### src/svpd_pkg.sv
// shared constants for the space vector pwm duty pipeline
`timescale 1ns / 1ps

package svpd_pkg;

	localparam int IN_W    = 16;
	localparam int BUS_W   = 15;
	localparam int DUTY_W  = 16;
	localparam int CODE_W  = 3;
	localparam int PROD_W  = 48;
	localparam int NUM_W   = 47;
	localparam int RESCALE_LOG2 = 38;

	localparam logic [BUS_W-1:0] BUS_RESET = 15'd6144;
	localparam logic signed [31:0] SQRT3_Q30 = 32'sd1859775393;

	typedef logic [CODE_W-1:0] code_t;

	localparam code_t CODE_ZERO_LO = 3'd0;
	localparam code_t CODE_S1      = 3'd1;
	localparam code_t CODE_S2      = 3'd2;
	localparam code_t CODE_S3      = 3'd3;
	localparam code_t CODE_S4      = 3'd4;
	localparam code_t CODE_S5      = 3'd5;
	localparam code_t CODE_S6      = 3'd6;
	localparam code_t CODE_ZERO_HI = 3'd7;

endpackage

### src/svpd_scale.sv
// overmodulation test and pre-shift of the times ahead of rescaling
`timescale 1ns / 1ps

module svpd_scale #(
	parameter int F  = 15,
	parameter int TW = 32
) (
	input  logic            clk,
	input  logic            arst_n,
	input  logic            adv,
	input  logic            in_vld,
	input  logic [TW-1:0]   t0,
	input  logic [TW-1:0]   t1,
	input  svpd_pkg::code_t code_in,
	output logic            out_vld,
	output logic [TW-1:0]   t0s,
	output logic [TW-1:0]   t1s,
	output logic [TW:0]     sum,
	output logic [F:0]      t0f,
	output logic [F:0]      t1f,
	output logic            over,
	output svpd_pkg::code_t code_out
);

	localparam int KMAX = (TW + 1 > svpd_pkg::RESCALE_LOG2) ?
		TW + 1 - svpd_pkg::RESCALE_LOG2 : 0;
	localparam logic [TW:0] ONE = (TW+1)'(1) << F;

	logic            vld_s1, over_s1;
	logic [TW-1:0]   t0s_s1, t1s_s1;
	logic [TW:0]     sum_s1;
	logic [F:0]      t0f_s1, t1f_s1;
	svpd_pkg::code_t code_s1;

	logic [TW:0]   s_raw, s_k, s_sel;
	logic [TW-1:0] a_sel, b_sel;

	always_comb begin
		s_raw = (TW+1)'(t0) + (TW+1)'(t1);
		a_sel = t0;
		b_sel = t1;
		s_sel = s_raw;
		s_k   = s_raw;
		// smallest common shift that brings the sum below the limit
		for (int k = KMAX; k >= 0; k--) begin
			s_k = (TW+1)'(t0 >> k) + (TW+1)'(t1 >> k);
			if ((s_k >> svpd_pkg::RESCALE_LOG2) == '0) begin
				a_sel = t0 >> k;
				b_sel = t1 >> k;
				s_sel = s_k;
			end
		end
	end

	always_ff @(posedge clk or negedge arst_n) begin
		if (!arst_n) begin
			vld_s1 <= 1'b0;
		end else if (adv) begin
			vld_s1 <= in_vld;
		end
	end

	always_ff @(posedge clk) begin
		if (adv) begin
			over_s1 <= s_raw > ONE;
			t0s_s1  <= a_sel;
			t1s_s1  <= b_sel;
			sum_s1  <= s_sel;
			t0f_s1  <= t0[F:0];
			t1f_s1  <= t1[F:0];
			code_s1 <= code_in;
		end
	end

	assign out_vld  = vld_s1;
	assign t0s      = t0s_s1;
	assign t1s      = t1s_s1;
	assign sum      = sum_s1;
	assign t0f      = t0f_s1;
	assign t1f      = t1f_s1;
	assign over     = over_s1;
	assign code_out = code_s1;

endmodule

### config.mk
export PLATFORM = sky130hd
export DESIGN_NAME = svpd_scale
export DESIGN_NICKNAME = d
export VERILOG_FILES = /design/src/svpd_pkg.sv /design/src/svpd_scale.sv
export SDC_FILE = /design/constraint.sdc
export NUM_CORES = 1
export LEC_CHECK = 0
export ABC_AREA = 1
export BUFFER_PORTS_ARGS = -buffer_cell sky130_fd_sc_hd__buf_2
export CORE_MARGIN = 4
export CORE_UTILIZATION = 40
export CTS_CLUSTER_SIZE = 8
export DETAILED_ROUTE_END_ITERATION = 10
export GPL_ROUTABILITY_DRIVEN = 0
export PLACE_DENSITY = 0.66
export SYNTH_ARGS = -nofsm -noshare
export SYNTH_HDL_FRONTEND = slang
export SYNTH_SLANG_ARGS = --single-unit
export TNS_END_PERCENT = 10
### constraint.sdc
create_clock -name clk -period 1.1 [get_ports clk]
set_input_delay 0.055 -clock clk [delete_from_list [all_inputs] [get_ports clk]]
set_output_delay 0.055 -clock clk [all_outputs]
set_load 0.02 [all_outputs]
==> impl_metrics.csv <==
group,metric,value,unit
setup_path,worstSetupPathType,"in2reg",
route,viasPerCell,4.67,
power,power_frac_clock,24.2,%
final_layout,drive_gt1_share,43.0,%
power,switching_power,3.87,mW
floorplan,io_pins,205,
sta,maxSlewHeadroom,77.8,%
setup_path,critPathMaxStageDelay,290,ps
power,power.internal,8.03,mW
floorplan,die_y,132,microns
status,violations,"negative setup slack",
global_routing,grt_use_met2,34.8,%
global_routing,top_usage_layer,"met2",
global_routing,grt_pass1_wl,29000,microns
power,switching_share,32.5,%
floorplan,coreArea,14800,sq um
setup_path,cp_cell_sequence,"buf_2 > ha_4 > buf_4 > nand2_4 > nor2_2 > and2_4 > nand3_2 > nand3_1 > nand2_1 > nand2_2 > nand2_1 > nor2_2 > nand3_2 > nor2_2 > nand2_1",
status,outcome,"finished, violations left",
sta,finalClockSkew,0,ps
logic_synthesis,synth_edf_count,101,
global_routing,grtUsageMet3,4.89,%
route,num_vias,5931,
setup_path,worstPathArrival,1830,ps
route,drcViolationCount,0,
global_routing,grt_max_degree,37,
run,cap_violations,0,
power,power.density,1250,nW/um^2
logic_synthesis,synth.distinct_cells,32,
setup_path,crit_slowest_cell,"ha_4",
logic_synthesis,syn-cell-area,6110,sq um
floorplan,initial_core_util,41.4,%
setup_path,cp-end-kind,"flop",
route,routedWlPerCell,14.2,microns
final_layout,final_area,9550,sq um
placement,hpwl,13600,microns
final_layout,multiInputGateArea,2920,sq um
route,antenna_left,0,
setup_path,crit_buf_inv,2,
final_layout,syn2layout_area_growth,56.2,%
final_layout,fin_nets,1184,
clock_network,cts.sinks,102,
setup_path,crit_fanout,3,
logic_synthesis,synth_cells,727,
logic_synthesis,yosysSeqAreaShare,50.0,%
power,combPwrFrac,35.1,%
logic_synthesis,async_reset_ff_share,0.980,%
route,drtIter0Drc,436,
clock_network,clock_path_buffers,2,
logic_synthesis,yosys_warnings,0,
logic_synthesis,synth_nets,831,
clock_network,cts_tree,"yes",
route,drt_pass1_iterations,5,
sta,setup_viol,27,
sta,fin_crit_sh,156,%
floorplan,row_count,44,
logic_synthesis,avgSynthCellArea,8.41,sq um
floorplan,dieArea,17300,sq um
placement,placed_cell_area,7890,sq um
logic_synthesis,yosys_register_bits,102,
final_layout,fill_cells,1230,
clock_network,cts_made_buffers,9,
floorplan,die_w,132,microns
sta,fmax,0.581,GHz
final_layout,regArea,3060,sq um
global_routing,grt_pass1_vias,5826,
sta,drv_slew,0,
hold_path,hp-class,"in2reg",
sta,hold_violations,0,
sta,fin_tns_setup,-6650,ps
setup_path,cp_top_family,"simple AND/OR/NAND/NOR gates",
clock_network,ctsRootBufferMaster,"clkbuf_16",
power,leakage,4.73,nW
sta,tightest_slew,330,ps
setup_path,critical_path_required,1210,ps
global_routing,grt_util_met1,26.3,%
global_routing,globalRouteOverflowTotal,0,
sta,fin_crit,1720,ps
global_routing,antenna_found_initial,0,
setup_path,crit_path_start_kind,"primary input",
route,routed_wl,18100,microns
final_layout,antenna_cells,0,
sta,rsz0062_at_grt,"true",
clock_network,ctsHtreeMaxLevel,3,
clock_network,clkLatencyLatePin,350,ps
power,total_power,11.9,mW
placement,io_buffers,204,
power,irDropWorstVdd,0.000775,V
power,p_seq_share,40.7,%
sta,setup_slack,-621,ps
logic_synthesis,synth_flop_cell,"edfxtp_1",
global_routing,grt_usage,20.5,%
clock_network,path_clk_slew,70,ps
-- path summary, 6_finish.rpt --
kind / from / endpoint / slack [ps] / depth (start not counted)
hold / removal: t1[1] / t1f[1]$_DFFE_PP_ / 10 / 2
max in group asynchronous: arst_n / out_vld$_DFFE_PN0P_ / 470 / 3
min in group asynchronous: arst_n / out_vld$_DFFE_PN0P_ / 530 / 3
setup reg to reg: out_vld$_DFFE_PN0P_ / out_vld$_DFFE_PN0P_ / 360 / 1
hold reg to reg: out_vld$_DFFE_PN0P_ / out_vld$_DFFE_PN0P_ / 510 / 1
setup / recovery: t1[7] / over$_DFFE_PP_ / -620 / 15
-- flip-flops by register name, indices dropped and copies added (netlist names) --
| signal | cells |
|---|---|
| sum | 33 |
| t0s | 32 |
| t1s | 17 |
| t1f | 15 |
| code_out | 3 |
| out_vld | 1 |
| over | 1 |
-- cell families after synthesis --
| family | share of synthesized area, % |
|---|---|
| and+or+nand+nor | 27.1 |
| adders and majority gates | 6.88 |
| xor gates and xnor gates | 0.287 |
| muxes | 0.184 |
| AOI/OAI and AO/OA | 2.60 |
| buffers and inverters | 12.9 |
| DFF | 50.0 |
-- routing by layer --
metal	vias to the layer above	part of all wire (%)
met5	-	0
met4	0	1.9
met3	26	6.4
met2	188	48
met1	2743	44
li1	2974	-
-- cell type report --
| class | count | share of cell area [%] |
|---|---|---|
| Clock buffer | 11 | 2.44 |
| Inverter | 143 | 5.65 |
| Timing Repair Buffer | 375 | 26.6 |
| Clock inverter | 5 | 0.275 |
| Tap cell | 184 | 2.41 |
| Multi-Input combinational cell | 449 | 30.6 |
| Sequential cell | 102 | 32.0 |
-- stage by stage --
stage | setup slack, ps | cells | hold slack, ps | utilization (%)
CTS | -625 | 1269 | 6.27 | 63.9
global placement | -1130 | 1180 | -169 | 53.5
detailed placement | -1180 | 1180 | -169 | 53.5
global route | -774 | 1269 | 10.5 | 64.7
floorplan | -804 | 727 | -241 | -
finish | -621 | 1269 | 9.91 | 64.7
-- Yosys cell counts, types with 2 or more instances --
cell	n	share of area, %
nand2_1	243	15
inv_1	141	8.7
edfxtp_1	101	50
nor2_1	47	2.9
nand3_1	39	3.2
buf_4	32	3.9
ha_1	32	6.6
a21oi_1	18	1.5
nand2_2	16	1.6
nand3b_1	10	1.2
nand4_1	9	0.92
o21ai_0	6	0.49
nor2_2	5	0.51
nor3_1	4	0.33
nand3_2	3	0.49
a21oi_2	2	0.29
and2_1	2	0.20
inv_2	2	0.12
nor3_2	2	0.33
-- power by group through the flow --
| stage | Sequential [mW] | Combinational [mW] | Clock, mW |
|---|---|---|---|
| floorplan | 5.44 | 1.46 | 0 |
| finish | 4.84 | 4.17 | 2.88 |
| global route | 4.88 | 4.53 | 3.12 |
| CTS | 4.84 | 4.05 | 2.94 |
| global placement | 4.91 | 3.47 | 0 |
| detailed placement | 4.93 | 3.49 | 0 |
-- layout by cell type, fill, tap and decap left out, drive strengths merged, types with 5 or more instances in the layout --
| master | instances |
|---|---|
| o21ai | 6 |
| dlygate4sd3 | 68 |
| clkbuf | 11 |
| nor2 | 52 |
| buf | 307 |
| clkinv | 5 |
| nor3 | 6 |
| nand2 | 259 |
| ha | 32 |
| nand3 | 42 |
| inv | 143 |
| a21oi | 20 |
| edfxtp | 101 |
| nand3b | 10 |
| nand4 | 9 |
-- what timing repair did --
action,4_1_cts,5_1_grt
endpoints found under the hold margin,67,0
setup buffers,7,0
gates resized for setup,111,35
gates cloned,0,0
hold buffers,68,0
endpoints found under the setup margin,30,29
pin swaps,30,11
Power figures use the tool's default switching activity.
