File: src/svpd_pkg.sv
// shared constants for the space vector pwm duty pipeline
`timescale 1ns / 1ps

package svpd_pkg;

	localparam int IN_W    = 16;
	localparam int BUS_W   = 15;
	localparam int DUTY_W  = 16;
	localparam int CODE_W  = 3;
	localparam int PROD_W  = 48;
	localparam int NUM_W   = 47;
	localparam int RESCALE_LOG2 = 38;

	localparam logic [BUS_W-1:0] BUS_RESET = 15'd6144;
	localparam logic signed [31:0] SQRT3_Q30 = 32'sd1859775393;

	typedef logic [CODE_W-1:0] code_t;

	localparam code_t CODE_ZERO_LO = 3'd0;
	localparam code_t CODE_S1      = 3'd1;
	localparam code_t CODE_S2      = 3'd2;
	localparam code_t CODE_S3      = 3'd3;
	localparam code_t CODE_S4      = 3'd4;
	localparam code_t CODE_S5      = 3'd5;
	localparam code_t CODE_S6      = 3'd6;
	localparam code_t CODE_ZERO_HI = 3'd7;

endpackage

File: src/svpd_front.sv
// sector sign tests and selection of the two active-time numerators
`timescale 1ns / 1ps

module svpd_front (
	input  logic                          clk,
	input  logic                          arst_n,
	input  logic                          adv,
	input  logic                          in_vld,
	input  logic signed [svpd_pkg::IN_W-1:0] alpha,
	input  logic signed [svpd_pkg::IN_W-1:0] beta,
	output logic                          out_vld,
	output logic [svpd_pkg::NUM_W-1:0]    n0,
	output logic [svpd_pkg::NUM_W-1:0]    n1,
	output svpd_pkg::code_t               code
);

	localparam int PW = svpd_pkg::PROD_W;

	logic                 vld_s1, vld_s2;
	logic signed [PW-1:0] x_s1, bs_s1;
	logic [svpd_pkg::NUM_W-1:0] n0_s2, n1_s2;
	svpd_pkg::code_t      code_s2;

	logic signed [PW-1:0] ua, ub, uc, d1, d2, sel0, sel1;
	svpd_pkg::code_t      code_c;

	always_ff @(posedge clk or negedge arst_n) begin
		if (!arst_n) begin
			vld_s1 <= 1'b0;
			vld_s2 <= 1'b0;
		end else if (adv) begin
			vld_s1 <= in_vld;
			vld_s2 <= vld_s1;
		end
	end

	always_ff @(posedge clk) begin
		if (adv) begin
			x_s1  <= PW'(alpha) * PW'(svpd_pkg::SQRT3_Q30);
			bs_s1 <= $signed({{(PW-svpd_pkg::IN_W-30){beta[svpd_pkg::IN_W-1]}}, beta, 30'b0});
		end
	end

	always_comb begin
		ua = bs_s1 <<< 1;
		ub = x_s1 + bs_s1;
		uc = bs_s1 - x_s1;
		d1 = x_s1 - bs_s1;
		d2 = -x_s1 - bs_s1;
		code_c = {~d2[PW-1], ~d1[PW-1], ~bs_s1[PW-1]};
		unique case (code_c)
			svpd_pkg::CODE_S1: begin sel0 = uc;  sel1 = ub;  end
			svpd_pkg::CODE_S2: begin sel0 = ub;  sel1 = -ua; end
			svpd_pkg::CODE_S3: begin sel0 = -uc; sel1 = ua;  end
			svpd_pkg::CODE_S4: begin sel0 = -ua; sel1 = uc;  end
			svpd_pkg::CODE_S5: begin sel0 = ua;  sel1 = -ub; end
			svpd_pkg::CODE_S6: begin sel0 = -ub; sel1 = -uc; end
			default: begin sel0 = '0; sel1 = '0; end
		endcase
	end

	always_ff @(posedge clk) begin
		if (adv) begin
			// negative numerators clamp to zero
			n0_s2   <= sel0[PW-1] ? '0 : sel0[svpd_pkg::NUM_W-1:0];
			n1_s2   <= sel1[PW-1] ? '0 : sel1[svpd_pkg::NUM_W-1:0];
			code_s2 <= code_c;
		end
	end

	assign out_vld = vld_s2;
	assign n0      = n0_s2;
	assign n1      = n1_s2;
	assign code    = code_s2;

endmodule

File: config.mk
export PLATFORM = sky130hd
export DESIGN_NAME = svpd_front
export DESIGN_NICKNAME = d
export VERILOG_FILES = /design/src/svpd_pkg.sv /design/src/svpd_front.sv
export SDC_FILE = /design/constraint.sdc
export NUM_CORES = 1
export LEC_CHECK = 0
export CAP_MARGIN = 10
export CORE_MARGIN = 3
export CORE_UTILIZATION = 50
export CTS_CLUSTER_SIZE = 8
export DETAILED_ROUTE_END_ITERATION = 8
export DONT_BUFFER_PORTS = 1
export GPL_TIMING_DRIVEN = 0
export PLACE_DENSITY_LB_ADDON = 0.15
export SETUP_SLACK_MARGIN = 0.05
export SYNTH_ARGS = -nofsm -noshare
export SYNTH_HDL_FRONTEND = slang
export SYNTH_SLANG_ARGS = --single-unit
File: constraint.sdc
create_clock -name clk -period 7.25 [get_ports clk]
set_input_delay 0.725 -clock clk [delete_from_list [all_inputs] [get_ports clk]]
set_output_delay 0.725 -clock clk [all_outputs]
set_load 0.05 [all_outputs]
==> results.md <==
- The sequential-to-total area share from yosys stat is 0.206.
- The floorplan step defined a die boundary enclosing 0.0501 mm^2.
- The number of antenna violations at the first check in global routing came to 3.
- The worst setup path is of the reg -> reg kind.
- After synthesis the cells add up to 0.0237 mm^2.
- The floorplan step set the die height to 224 um.
- The clock transition time at the flip-flop clock pins of the worst setup and hold paths is approximately 80 ps.
- Traced cell by cell, the critical path runs through clkbuf_2 -> clkinvlp_4 -> clkbuf_4 -> clkbuf_4 -> ha_1 -> ha_1 -> nand4_1 -> or3_1 -> or3_1 -> or3_1 -> nor3_4 -> o31ai_2 -> nand2_4 -> clkbuf_2 -> clkbuf_2 -> clkbuf_2 -> a2bb2oi_1 -> nor2_1.
- In the routed design, unresolved DRC markers number 0.
- The number of global-route vias before repair came to 20600.
- The mean cell area of the mapped netlist is about 8.8 um^2.
- The total count of max-transition violations in the final report came to 0.
- The portion of the clock cycle consumed by the worst path in the final layout is 0.985.
- TritonCTS built the clock tree.
- At the pin with the least slew margin, the transition time is between 1000 and 1500 ps.
- The congestion estimate from routability-driven global placement came to between 0.9 and 1.
- STA puts the critical path data required time at 7450 ps.
- The synthesized netlist net count is 3214.
- The per-cell via count in the routed design is 6.46.
- The critical path launch point type is a register.
- The cell depth of the worst flop-to-flop path is 18.
- The startpoint of the most critical register-to-register path is bs_s1[45]$_DFFE_PP_.
- Clock tree synthesis inserted a total of 17 buffers.
- The run finished with clean final reports.
- The H-tree was split into 4 levels.
- The largest individual stage delay along the critical path comes from the cell edfxtp_1.
- The peak fanout along the critical path is 19.
- The detailed router finished its first iteration with 2691 violations.
- During placement, the flow inserted port buffers numbering 0.
- The time the worst path needs with I/O delays and setup is around 7000 ps.
- Across the run, the number of max-cap violations was 0.
- The pin count of the biggest net entering global routing is between 150 and 200.
- The post-route cell area is 0.0253 mm^2.
- The synthesized instance count is approximately 2700.
- The area growth from synthesis to layout is 6.40%.
- For this run, the total global-route usage over all layers was measured as 0.359.
- In this run, synthesis inferred 161 flip-flops with an integrated enable.
- For this block, the routed nets add up to 91.8 mm of wire.
- The worst hold path stage count is 0.
- For this run, asynchronously set or reset flops after synthesis account for 0.0123.
- For this run, the top clock speed supported by timing is 0.140 GHz.
- For this configuration, the core starts out at a cell density of 0.508.
- The worst hold path terminates at x_s1[4]$_DFFE_PP_.
- In this run, placement finished with an instance count of 3293.
- Setup repair after global routing left no endpoint under its margin.
- The met1 global-route usage is 0.483.
- The final hold violation count was 0.
- The setup skew after layout is 14.2 ps.
- The wire length of the first global-routing pass is between 100 and 150 mm.
- In this run the tightest slew margin relative to its limit is 0.0861.
- Setup total negative slack on the finished layout was measured at 0 ps.
- The most common cell after layout, fill and taps aside is inv_1.
- The global routing stage identified its most utilized layer as met2.
- In this run the register-to-register setup slack is 110 ps.
- 134 I/O pins were placed.
- The final-report setup violation count is 0.
- The largest stage delay on the critical path is 500 ps.
- The worst-case clock buffer depth is 2.
- By instance count, the cell type seen most on the critical path is clkbuf_2.
- The detailed-placement wirelength estimate is 74.4 mm.
- The floorplan step set the die width to ~220 um.
- The floorplan has just under 80 rows.
- The worst register-to-register path ends at n1[25]$_SDFFCE_PP0P_.
- The detail route stage leaves a number of antenna-violating nets equal to 0.
- The finished layout holds 3326 standard cells, fillers aside.
- The count of warnings emitted by yosys is 0.
- Leaving out fill and tap cells, the most frequent cells in the layout are inv_1 (381), ha_1 (302), a21oi_1 (198), fa_1 (191), nor2_1 (185).
- The final standard cell utilization of the core is 0.540.
- For this run, global-route usage on met2 was measured as 0.558.
- The netlist uses 94 different library cells.
- For this run, global-route usage on met3 was measured as 0.0654.
- Dividing the detail-routed wire length by the instance count gives 27.6 um.
- The most frequently used flop master after synthesis is edfxtp_1.
- The post-place instance area is 0.0245 mm^2.
- The cell sitting at the root of the clock tree is a clkbuf_16.
- The number of iterations in the first detailed-routing pass is 8.
- Data on the critical path arrives at its endpoint at 7340 ps.
- The detailed-route via count is 21500.
- Clock latency on the worst-skew pair, taken at its later pin, is 470 ps.
- The final layout contains 3234 nets.
- The worst hold path belongs to the class in -> reg.
- The critical path endpoint category is a register.
- The register bit count reported by yosys is 163.
- In this run the most critical hold path is launched from alpha[4].
- The tree built by TritonCTS fans out to 163 sinks.
- The global-route congestion overflow total is 0.
- The region available for standard cell placement spans 0.0468 mm^2.
- The layout cell share with drive strength beyond 1 is 0.0500.
-- critical path, delay by kind of cell, from the launching register on --
| family | cells | cell delay [ps] |
|---|---|---|
| flops | 1 | 500 |
| fa+ha+maj | 2 | 650 |
| compound gates | 2 | 730 |
| buf+inv | 7 | 2660 |
| simple gates | 7 | 2240 |
-- routing by layer --
layer / share of wire / wire [um] / up-vias
met5: 0.00022 / 20 / -
met1: 0.41 / 37300 / 10500
met3: 0.099 / 9050 / 262
li1: - / - / 9524
met4: 0.054 / 4980 / 2
met2: 0.44 / 40500 / 1230
-- sequential cells by signal (all words and copies together) (netlist names) --
name,count
x_s1,48
n0,47
vld_s1,1
bs_s1,16
n1,47
code,3
out_vld,1
-- worst max path at each step --
stage                        startpoint              endpoint  slack (ps)  cells after the start
floorplan                      alpha[1]    x_s1[46]$_DFFE_PP_         810                     21
global placement    bs_s1[45]$_DFFE_PP_   n1[3]$_SDFFCE_PP0P_       -3180                     21
global route        bs_s1[45]$_DFFE_PP_  n0[26]$_SDFFCE_PP0P_          60                     18
finish              bs_s1[45]$_DFFE_PP_  n1[25]$_SDFFCE_PP0P_         110                     18
CTS                 bs_s1[45]$_DFFE_PP_  n0[35]$_SDFFCE_PP0P_          60                     18
detailed placement  bs_s1[45]$_DFFE_PP_   n1[3]$_SDFFCE_PP0P_       -2980                     21
-- through the flow --
stage | worst slack [ps] | hold slack (ps)
final | 111 | 341
after global routing | 56.2 | 330
after CTS | 55.3 | 325
after detailed placement | -2980 | 429
after global placement | -3180 | 429
after floorplan | 806 | 429
-- cells by family after synthesis --
| group | after synthesis | synth area share |
|---|---|---|
| buf+inv | 498 | 0.0811 |
| compound gates | 661 | 0.180 |
| mux | 19 | 0.00838 |
| fa+ha+maj | 493 | 0.320 |
| xor+xnor | 136 | 0.0505 |
| simple gates | 715 | 0.154 |
| flops | 163 | 0.206 |
-- layout make-up --
| cell class | count | area, um^2 |
|---|---|---|
| Clock buffer | 19 | 443 |
| Multi-Input combinational cell | 2024 | 17000 |
| Tap cell | 607 | 759 |
| Antenna cell | 1 | 2.50 |
| Buffer | 112 | 510 |
| Inverter | 384 | 1450 |
| Sequential cell | 163 | 4880 |
| Timing Repair Buffer | 3 | 28.8 |
| Fill cell | 4350 | 21500 |
| Clock inverter | 13 | 166 |
-- synth_stat cells (19+ instances only) --
cell / count / area, um^2
a211oi_1: 27 / 203
a21o_1: 31 / 233
a21oi_1: 198 / 991
a22oi_1: 21 / 158
a31oi_1: 27 / 169
clkbuf_1: 91 / 342
edfxtp_1: 161 / 4830
fa_1: 191 / 3820
ha_1: 302 / 3780
inv_1: 382 / 1430
nand2_1: 147 / 552
nand2b_1: 19 / 119
nand3_1: 66 / 330
nand4_1: 29 / 181
nor2_1: 189 / 709
nor2b_1: 19 / 119
nor3_1: 81 / 405
nor4_1: 24 / 150
o211ai_1: 35 / 263
o21ai_0: 121 / 606
o22ai_1: 33 / 206
o31ai_1: 20 / 150
or3_1: 26 / 163
or4_1: 21 / 158
xnor2_1: 108 / 946
xor2_1: 27 / 236
-- what timing repair did --
| action | CTS | global route |
|---|---|---|
| pin swaps | 1 | 1 |
| buffers inserted | 1 | 0 |
| hold buffers | 1 | 0 |
| hold endpoints to repair | 2 | 0 |
| setup endpoints to repair | 95 | 91 |
| resized for setup | 34 | 11 |
Power is left out: the tool's default activity adds up to more than one toggle a clock period on the data nets, which glitch-free logic cannot reach.
