[src/svpd_pkg.sv]
// shared constants for the space vector pwm duty pipeline
`timescale 1ns / 1ps

package svpd_pkg;

	localparam int IN_W    = 16;
	localparam int BUS_W   = 15;
	localparam int DUTY_W  = 16;
	localparam int CODE_W  = 3;
	localparam int PROD_W  = 48;
	localparam int NUM_W   = 47;
	localparam int RESCALE_LOG2 = 38;

	localparam logic [BUS_W-1:0] BUS_RESET = 15'd6144;
	localparam logic signed [31:0] SQRT3_Q30 = 32'sd1859775393;

	typedef logic [CODE_W-1:0] code_t;

	localparam code_t CODE_ZERO_LO = 3'd0;
	localparam code_t CODE_S1      = 3'd1;
	localparam code_t CODE_S2      = 3'd2;
	localparam code_t CODE_S3      = 3'd3;
	localparam code_t CODE_S4      = 3'd4;
	localparam code_t CODE_S5      = 3'd5;
	localparam code_t CODE_S6      = 3'd6;
	localparam code_t CODE_ZERO_HI = 3'd7;

endpackage

[src/svpd_duty.sv]
// zero-vector share, switching levels and phase assignment by sector
`timescale 1ns / 1ps

module svpd_duty #(
	parameter int F = 15
) (
	input  logic                          clk,
	input  logic                          arst_n,
	input  logic                          adv,
	input  logic                          in_vld,
	input  logic [F:0]                    t0f,
	input  logic [F:0]                    t1f,
	input  logic [F:0]                    q0,
	input  logic [F:0]                    q1,
	input  logic                          over,
	input  svpd_pkg::code_t               code,
	output logic                          out_vld,
	output logic [svpd_pkg::DUTY_W-1:0]   da,
	output logic [svpd_pkg::DUTY_W-1:0]   db,
	output logic [svpd_pkg::DUTY_W-1:0]   dc,
	output svpd_pkg::code_t               code_out,
	output logic                          over_out
);

	localparam int LW = F + 2;
	localparam logic [LW-1:0] ONE = LW'(1) << F;

	logic                        vld_s1, over_s1;
	logic [svpd_pkg::DUTY_W-1:0] da_s1, db_s1, dc_s1;
	svpd_pkg::code_t             code_s1;

	logic [LW-1:0] tt0, tt1, z, la, lb, lc, pa, pb, pc;
	logic          zero_vec;

	always_comb begin
		tt0 = over ? LW'(q0) : LW'(t0f);
		tt1 = over ? LW'(q1) : LW'(t1f);
		z   = (ONE - tt0 - tt1) >> 1;
		la  = z;
		lb  = z + tt0;
		lc  = lb + tt1;
		zero_vec = (code == svpd_pkg::CODE_ZERO_LO) || (code == svpd_pkg::CODE_ZERO_HI);
		unique case (code)
			svpd_pkg::CODE_S1: begin pa = lb; pb = la; pc = lc; end
			svpd_pkg::CODE_S2: begin pa = la; pb = lc; pc = lb; end
			svpd_pkg::CODE_S3: begin pa = la; pb = lb; pc = lc; end
			svpd_pkg::CODE_S4: begin pa = lc; pb = lb; pc = la; end
			svpd_pkg::CODE_S5: begin pa = lc; pb = la; pc = lb; end
			svpd_pkg::CODE_S6: begin pa = lb; pb = lc; pc = la; end
			default:           begin pa = '0; pb = '0; pc = '0; end
		endcase
	end

	always_ff @(posedge clk or negedge arst_n) begin
		if (!arst_n) begin
			vld_s1 <= 1'b0;
		end else if (adv) begin
			vld_s1 <= in_vld;
		end
	end

	always_ff @(posedge clk) begin
		if (adv) begin
			da_s1   <= svpd_pkg::DUTY_W'(pa);
			db_s1   <= svpd_pkg::DUTY_W'(pb);
			dc_s1   <= svpd_pkg::DUTY_W'(pc);
			over_s1 <= over && !zero_vec;
			code_s1 <= code;
		end
	end

	assign out_vld  = vld_s1;
	assign da       = da_s1;
	assign db       = db_s1;
	assign dc       = dc_s1;
	assign code_out = code_s1;
	assign over_out = over_s1;

endmodule

[config.mk]
export PLATFORM = sky130hd
export DESIGN_NAME = svpd_duty
export DESIGN_NICKNAME = d
export VERILOG_FILES = /design/src/svpd_pkg.sv /design/src/svpd_duty.sv
export SDC_FILE = /design/constraint.sdc
export NUM_CORES = 1
export LEC_CHECK = 0
export CAP_MARGIN = 20
export CELL_PAD_IN_SITES_DETAIL_PLACEMENT = 0
export CELL_PAD_IN_SITES_GLOBAL_PLACEMENT = 2
export CORE_MARGIN = 4
export CORE_UTILIZATION = 36
export DETAILED_ROUTE_END_ITERATION = 7
export DONT_BUFFER_PORTS = 1
export GPL_ROUTABILITY_DRIVEN = 0
export GPL_TIMING_DRIVEN = 0
export PLACE_DENSITY_LB_ADDON = 0.1
export SLEW_MARGIN = 20
export SYNTH_ARGS = -nofsm -noshare
export SYNTH_HDL_FRONTEND = slang
export SYNTH_SLANG_ARGS = --single-unit
[constraint.sdc]
create_clock -name clk -period 0.9 [get_ports clk]
set_clock_uncertainty 0.2 [all_clocks]
set_input_delay 0.045 -clock clk [delete_from_list [all_inputs] [get_ports clk]]
set_output_delay 0.045 -clock clk [all_outputs]
set_load 0.01 [all_outputs]
==> flow_metrics.py, run 1 <==
metrics = {
    "cts": {
        "htreeDepth": 2,
        "worstSkewPairLatency_ns": 0.28,
        "clock_path_buffers": 2,
        "cts_tree": "yes",
        "cts_sinks": 53,
        "clk_pin_slew_ns": 0.07,
        "postCtsHoldBufs": 6,
        "cts_made_buffers": 5,
        "ctsRootBufferMaster": "clkbuf_16",
    },
    "min_path": {
        "holdPathEnd": "db[4]",
        "hold_depth": 0,
        "holdCritStartpoint": "adv",
        "min_path_type": "primary input to flop",
    },
    "pwr": {
        "power_switching_uw": 15700,
        "power_density_nw_per_um2": 4140,
        "ir_drop_mv": 1.42,
        "p_seq_share_pct": 12.8,
        "clkPwrFrac_pct": 6.2,
        "comb_power_share_pct": 81.0,
        "swShare_pct": 45.1,
        "p_total_uw": 34800,
        "p_int_uw": 19100,
        "leakage_uw": 0.00327,
    },
    "yosys": {
        "synth_cells": 619,
        "yosysSeqAreaShare_pct": 28.3,
        "yosysWarningCount": 0,
        "synthesis.nets": 761,
        "syn_avg_cell_area_um2": 9.06,
        "synth-edff-count": 52,
        "synthArstFlopShare_pct": 1.89,
        "synth_flop_cell": "edfxtp_1",
        "synth_area_um2": 5610,
        "ys_types": 69,
        "ys_ff_latch": 53,
    },
    "run_status": {
        "violations": "negative hold slack, negative setup slack",
        "status": "finished with violations",
    },
    "worst_setup_path": {
        "cp-end-kind": "flop",
        "r2r_cells": 1,
        "crit_path_max_fanout": 8,
        "critPathKind": "primary input to flop",
        "required_ns": 0.74,
        "startpoint_type": "primary input",
        "r2r_end": "out_vld",
        "cp_slowest_cell": "fa_2",
        "arrival_ns": 5.04,
        "cpMostUsedCell": "a21oi_4",
        "r2r-start": "out_vld",
        "slowest_delay_ns": 0.37,
        "reg2reg_slack_ns": -0.12,
    },
    "flow_run": {
        "cap_viol_max_count": 0,
    },
    "layout": {
        "layout.nets": 859,
        "design_area_um2": 8400,
        "num_antenna_cells": 0,
        "area_growth_pct": 49.8,
        "fill_cells": 1358,
        "final_layout_size_suffix_gt1_share_pct": 42.9,
    },
    "timing": {
        "final_max_slew_viol_count": 0,
        "setup_viol": 102,
        "tightest_slew_ns": 0.872,
        "period_needed_ns": 5.20,
        "finalCritPeriodShare_pct": 578,
        "fmax_ghz": 0.192,
        "fin_hold_ws_ns": -0.333,
        "hold_violations": 53,
        "grt_setup_unrepaired": "true",
        "setup_ws_ns": -4.30,
        "tns_ns": -170.48,
        "max_slew_margin_pct": 41.7,
    },
    "floorplan": {
        "num_rows": 45,
        "die_y_um": 133,
        "io-pin-count": 125,
        "die_x_um": 133,
        "fp.dieArea_um2": 17600,
        "core_um2": 15200,
        "start_util_pct": 36.9,
    },
    "routing": {
        "viasPerCell": 5.82,
        "num_vias": 5276,
        "routedWlPerCell_um": 20.5,
        "drtAntennaViolNets": 0,
        "remaining_drc_errors": 0,
        "drtPass1Iterations": 6,
        "finalWirelength_um": 18600,
        "drtIter0Drc": 443,
    },
    "global_routing": {
        "first_global_vias": 5408,
        "grt_overflow_total": 0,
        "grt_usage_pct": 20.4,
        "antenna_found_initial": 0,
        "grt_pass1_wl_um": 29100,
        "grt_max_degree": 54,
    },
    "placed_design": {
        "placed_cell_area_um2": 6170,
        "numPortBuffers": 0,
        "hpwl_um": 13900,
    },
}
critical path, delay by kind of cell:
kind | cells | cell delay (ns)
simple gates | 2 | 0.19
mux | 1 | 0.23
fa+ha+maj | 5 | 1.38
xor+xnor | 2 | 0.44
compound gates | 14 | 2.25
buf+inv | 5 | 0.47
synth_stat cells, drive strengths merged, types with 16 or more instances:
master | number | area share (%)
edfxtp | 52 | 28
clkbuf | 16 | 1.1
mux2i | 32 | 5.7
xnor2 | 24 | 4.1
a21oi | 39 | 3.7
a222oi | 21 | 3.7
a22oi | 16 | 2.1
inv | 47 | 3.1
ha | 67 | 15
o21ai | 42 | 3.8
nand2 | 47 | 3.1
nor2 | 57 | 4.1
metrics by stage:
stage                     utilization (%)  setup WS (ns)  hold slack (ns)  instances
after floorplan                         -          -4.32           -0.451        619
after global placement               40.6          -5.21           -0.451        807
after detailed placement             40.6          -5.31           -0.451        807
after CTS                            52.9          -4.23           -0.339        891
after global routing                 55.3          -4.51           -0.349        906
final                                55.3          -4.30           -0.333        906
final cells by class:
| type | instances | area, um^2 | area share, % |
|---|---|---|---|
| inverter | 47 | 176 | 2.10 |
| clock inverter | 3 | 46.3 | 0.551 |
| clock buffer | 5 | 125 | 1.49 |
| timing repair buffer | 92 | 860 | 10.2 |
| tap | 188 | 235 | 2.80 |
| buffer | 20 | 164 | 1.95 |
| sequential | 53 | 1590 | 18.9 |
| multi-input combinational | 498 | 5210 | 62.0 |
routing by layer:
| metal | wire (um) | track usage (%) |
|---|---|---|
| met5 | 0 | 0 |
| met3 | 722 | 1.37 |
| met2 | 8940 | 34.8 |
| met1 | 8570 | 28.3 |
| met4 | 342 | 4.85 |
cell usage in the layout (no fill, tap or decap), types with 6 or more instances in the layout:
master | synthesis | routed
nor2_4 | 0 | 6
buf_4 | 0 | 65
nand2b_1 | 6 | 6
o21ai_1 | 5 | 9
nor3_1 | 11 | 8
a222oi_1 | 21 | 21
mux2i_2 | 0 | 9
nand3_1 | 10 | 6
o21ai_0 | 36 | 15
nor2b_1 | 8 | 6
edfxtp_1 | 52 | 52
a22oi_2 | 0 | 8
ha_4 | 0 | 28
inv_2 | 0 | 7
xnor2_2 | 0 | 13
mux2i_1 | 32 | 15
inv_1 | 47 | 40
a21oi_1 | 38 | 20
ha_1 | 67 | 35
a21oi_2 | 0 | 11
o21ai_2 | 1 | 15
nand2_1 | 47 | 46
clkbuf_1 | 16 | 11
buf_12 | 0 | 7
and3_4 | 1 | 6
o211ai_1 | 7 | 7
mux2i_4 | 0 | 8
nor2_1 | 56 | 47
xnor2_4 | 1 | 9
o21a_1 | 8 | 6
buf_6 | 0 | 15
dlygate4sd3_1 | 0 | 6
a21oi_4 | 1 | 8
a22oi_1 | 16 | 8
power by group through the flow:
stage | combinational, uW | clock, uW | sequential [uW]
finish | 28200 | 2150 | 4460
global route | 30100 | 2330 | 4520
CTS | 24500 | 2190 | 4490
detailed placement | 16100 | 0 | 4540
global placement | 15900 | 0 | 4530
floorplan | 12600 | 0 | 4430
how the worst max path moves through the flow:
stage | start | endpoint | slack, ns | depth (start not counted)
after global routing | over | dc[14] | -4.51 | 28
after detailed placement | over | db[15] | -5.31 | 25
after global placement | over | db[15] | -5.21 | 25
after CTS | over | da[12] | -4.23 | 26
final | over | da[13] | -4.30 | 29
after floorplan | over | da[13] | -4.32 | 26
registers in the layout (all words and copies together), names as in the netlist:
register,cells
over_out,1
dc,16
out_vld,1
da,16
code_out,3
db,16
repair_timing:
item | 4_1_cts | 5_1_grt
pin swaps | 88 | 84
cloned | 3 | 0
setup endpoints to repair | 102 | 103
setup buffers | 67 | 21
endpoints found under the hold margin | 57 | 53
gates resized for setup | 174 | 54
cell families after synthesis:
group,Yosys count,synth area share [%]
mux,40,7.39
simple gates,168,14.3
buf+inv,68,4.60
fa+ha+maj,70,16.0
compound gates,187,23.6
flops,53,28.3
xor+xnor,33,5.74
Power figures use the tool's default switching activity.
==> run 2: changes to the inputs <==
--- a/config.mk
+++ b/config.mk
@@ -5,7 +5,7 @@
 export SDC_FILE = /design/constraint.sdc
 export NUM_CORES = 1
 export LEC_CHECK = 0
-export CAP_MARGIN = 20
+export CAP_MARGIN = 15
 export CELL_PAD_IN_SITES_DETAIL_PLACEMENT = 0
 export CELL_PAD_IN_SITES_GLOBAL_PLACEMENT = 2
 export CORE_MARGIN = 4
@@ -14,7 +14,7 @@
 export DONT_BUFFER_PORTS = 1
 export GPL_ROUTABILITY_DRIVEN = 0
 export GPL_TIMING_DRIVEN = 0
-export PLACE_DENSITY_LB_ADDON = 0.1
+export PLACE_DENSITY = 0.81
 export SLEW_MARGIN = 20
 export SYNTH_ARGS = -nofsm -noshare
 export SYNTH_HDL_FRONTEND = slang
==> constraint.sdc (replaced) <==
create_clock -name clk -period 4.4 [get_ports clk]
set_clock_uncertainty 0.2 [all_clocks]
set_input_delay 0.22 -clock clk [delete_from_list [all_inputs] [get_ports clk]]
set_output_delay 0.22 -clock clk [all_outputs]
set_load 0.01 [all_outputs]
==> run 2 against run 1 <==
  * The flow finishes with violations (negative setup slack)
  * Power is 82% lower
  * Combinational power shrank 82%
  * Final cell count shrank 2.2%
  * Non-clock buffer count down 20
  * Clock-buffer cell count increased by 1
  * Largest cell class unchanged
  * Die area did not move
==> flow_metrics.py, run 2 (synthesized netlist as in run 1, its figures left out) <==
metrics = {
    "timing": {
        "setup_viol": 33,
        "period_needed_ns": 5.42,
        "fmax_ghz": 0.184,
        "final_max_slew_viol_count": 0,
        "max_slew_margin_pct": 55.3,
        "finalCritPeriodShare_pct": 123,
        "tightest_slew_ns": 0.668,
        "setup_ws_ns": -1.02,
        "hold_violations": 0,
        "grt_setup_unrepaired": "true",
        "fin_hold_ws_ns": 0.109,
    },
    "routing": {
        "drtPass1Iterations": 5,
        "num_vias": 5134,
        "drtAntennaViolNets": 0,
        "viasPerCell": 5.79,
        "drtIter0Drc": 371,
        "routedWlPerCell_um": 19.6,
        "remaining_drc_errors": 0,
        "finalWirelength_um": 17300,
    },
    "floorplan": {
        "core_um2": 15200,
        "fp.dieArea_um2": 17600,
        "start_util_pct": 36.9,
        "die_x_um": 133,
        "io-pin-count": 125,
        "die_y_um": 133,
        "num_rows": 45,
    },
    "layout": {
        "layout.nets": 839,
        "area_growth_pct": 38.7,
        "layout_common_cells": "buf_4 (59), edfxtp_1 (52), nor2_1 (49), nand2_1 (46)",
        "final_common_cell": "buf_4",
        "num_antenna_cells": 0,
        "final_layout_size_suffix_gt1_share_pct": 35.7,
        "instances_no_fill": 886,
    },
    "worst_setup_path": {
        "r2r_end": "out_vld",
        "cp-end-kind": "flop",
        "startpoint_type": "primary input",
        "required_ns": 4.21,
        "r2r_cells": 1,
        "arrival_ns": 5.23,
        "crit_path_max_fanout": 8,
        "reg2reg_slack_ns": 3.40,
        "r2r-start": "out_vld",
        "critPathKind": "primary input to flop",
    },
    "global_routing": {
        "antenna_found_initial": 0,
        "first_global_vias": 5071,
        "grt_max_degree": 54,
        "grt_overflow_total": 0,
        "grt.met3_usage_pct": 1.67,
        "top_usage_layer": "met2",
        "grt_pass1_wl_um": 26400,
        "grt_usage_pct": 18.6,
        "grt_util_met1_pct": 26.0,
        "grt_use_met2_pct": 30.0,
    },
    "cts": {
        "ctsRootBufferMaster": "clkbuf_16",
        "clk_pin_slew_ns": 0.06,
        "worstSkewPairLatency_ns": 0.28,
        "htreeDepth": 2,
        "cts_made_buffers": 5,
        "cts_tree": "yes",
        "cts_sinks": 53,
        "clock_path_buffers": 2,
    },
    "pwr": {
        "p_int_uw": 3480,
        "leakage_uw": 0.00306,
        "p_seq_share_pct": 14.3,
        "comb_power_share_pct": 79.1,
        "clkPwrFrac_pct": 6.6,
        "ir_drop_mv": 0.296,
        "power_density_nw_per_um2": 821,
        "swShare_pct": 45.5,
        "power_switching_uw": 2910,
    },
    "placed_design": {
        "hpwl_um": 13400,
        "dp_slack_ns": -1.98,
        "numPortBuffers": 0,
        "dp.cells": 807,
    },
    "min_path": {
        "hold_depth": 1,
        "min_path_type": "primary input to flop",
        "holdCritStartpoint": "adv",
        "holdPathEnd": "dc[1]",
    },
    "run_status": {
        "violations": "negative setup slack",
        "status": "finished with violations",
    },
    "flow_run": {
        "cap_viol_max_count": 0,
    },
}
-- run 2: cell count changes in the layout (fill, tap and decap cells not counted), sizes merged --
cell,previous run,this run
buf,89,72
bufbuf,1,0
clkbuf,21,20
clkinvlp,1,0
-- run 2: how the worst max path moves through the flow --
stage | end | startpoint | slack [ns] | cells past startpoint
2_1_floorplan | da[13] | over | -1.01 | 29
3_3_place_gp | db[15] | over | -1.85 | 25
3_5_place_dp | db[15] | over | -1.98 | 25
4_1_cts | da[13] | over | -0.90 | 29
5_1_grt | dc[14] | over | -1.20 | 26
6_report | da[13] | over | -1.02 | 27
-- run 2: power by group through the flow --
stage | Combinational (uW) | Sequential (uW) | Clock [uW]
after floorplan | 2490 | 907 | 0
after global placement | 3100 | 927 | 0
after detailed placement | 3160 | 929 | 0
after CTS | 4240 | 918 | 427
after global routing | 5440 | 924 | 455
final | 5050 | 912 | 420
-- run 2: cell type report --
type	instances	area [um^2]
Multi-Input combinational cell	498	4860
Timing Repair Buffer	72	616
Buffer	20	144
Fill cell	1363	7430
Clock buffer	6	129
Tap cell	188	235
Clock inverter	2	33.8
Sequential cell	53	1590
Inverter	47	176
-- run 2: critical path, cell delays in order --
cell	delay, ns
buf_12	0.11
buf_12	0.13
mux2i_4	0.24
inv_2	0.08
ha_4	0.26
inv_2	0.04
ha_4	0.17
fa_2	0.43
a21oi_4	0.23
o21ai_2	0.08
a211oi_2	0.28
a21oi_4	0.08
ha_4	0.27
a211o_1	0.33
o2111ai_2	0.09
o211ai_1	0.20
or2_4	0.32
xor2_2	0.15
ha_1	0.30
buf_8	0.14
buf_4	0.14
a21oi_4	0.16
nand3b_1	0.12
a21oi_2	0.19
xor2_2	0.20
a2bb2oi_1	0.17
a21oi_1	0.09
-- run 2: routing by layer --
metal	wire length [um]	part of all wire (%)
met5	0	0
met4	440	2.5
met3	794	4.6
met2	8040	46
met1	8050	46
-- run 2: timing repair --
item / in CTS / in global routing
pin swaps: 56 / 64
hold buffers: 7 / 0
resized for setup: 112 / 62
buffers inserted: 46 / 19
gates cloned: 0 / 0
hold endpoints to repair: 57 / 0
endpoints found under the setup margin: 36 / 36
-- run 2: metrics by stage --
step | power, uW | instance area [um^2] | util (%) | setup TNS (ns)
after floorplan | 3400 | 5800 | - | -20.55
after global placement | 4030 | 6040 | 39.7 | -44.43
after detailed placement | 4090 | 6040 | 39.7 | -46.75
after CTS | 5580 | 7300 | 48.0 | -18.31
after global routing | 6820 | 7780 | 51.2 | -29.02
final | 6390 | 7780 | 51.2 | -22.69
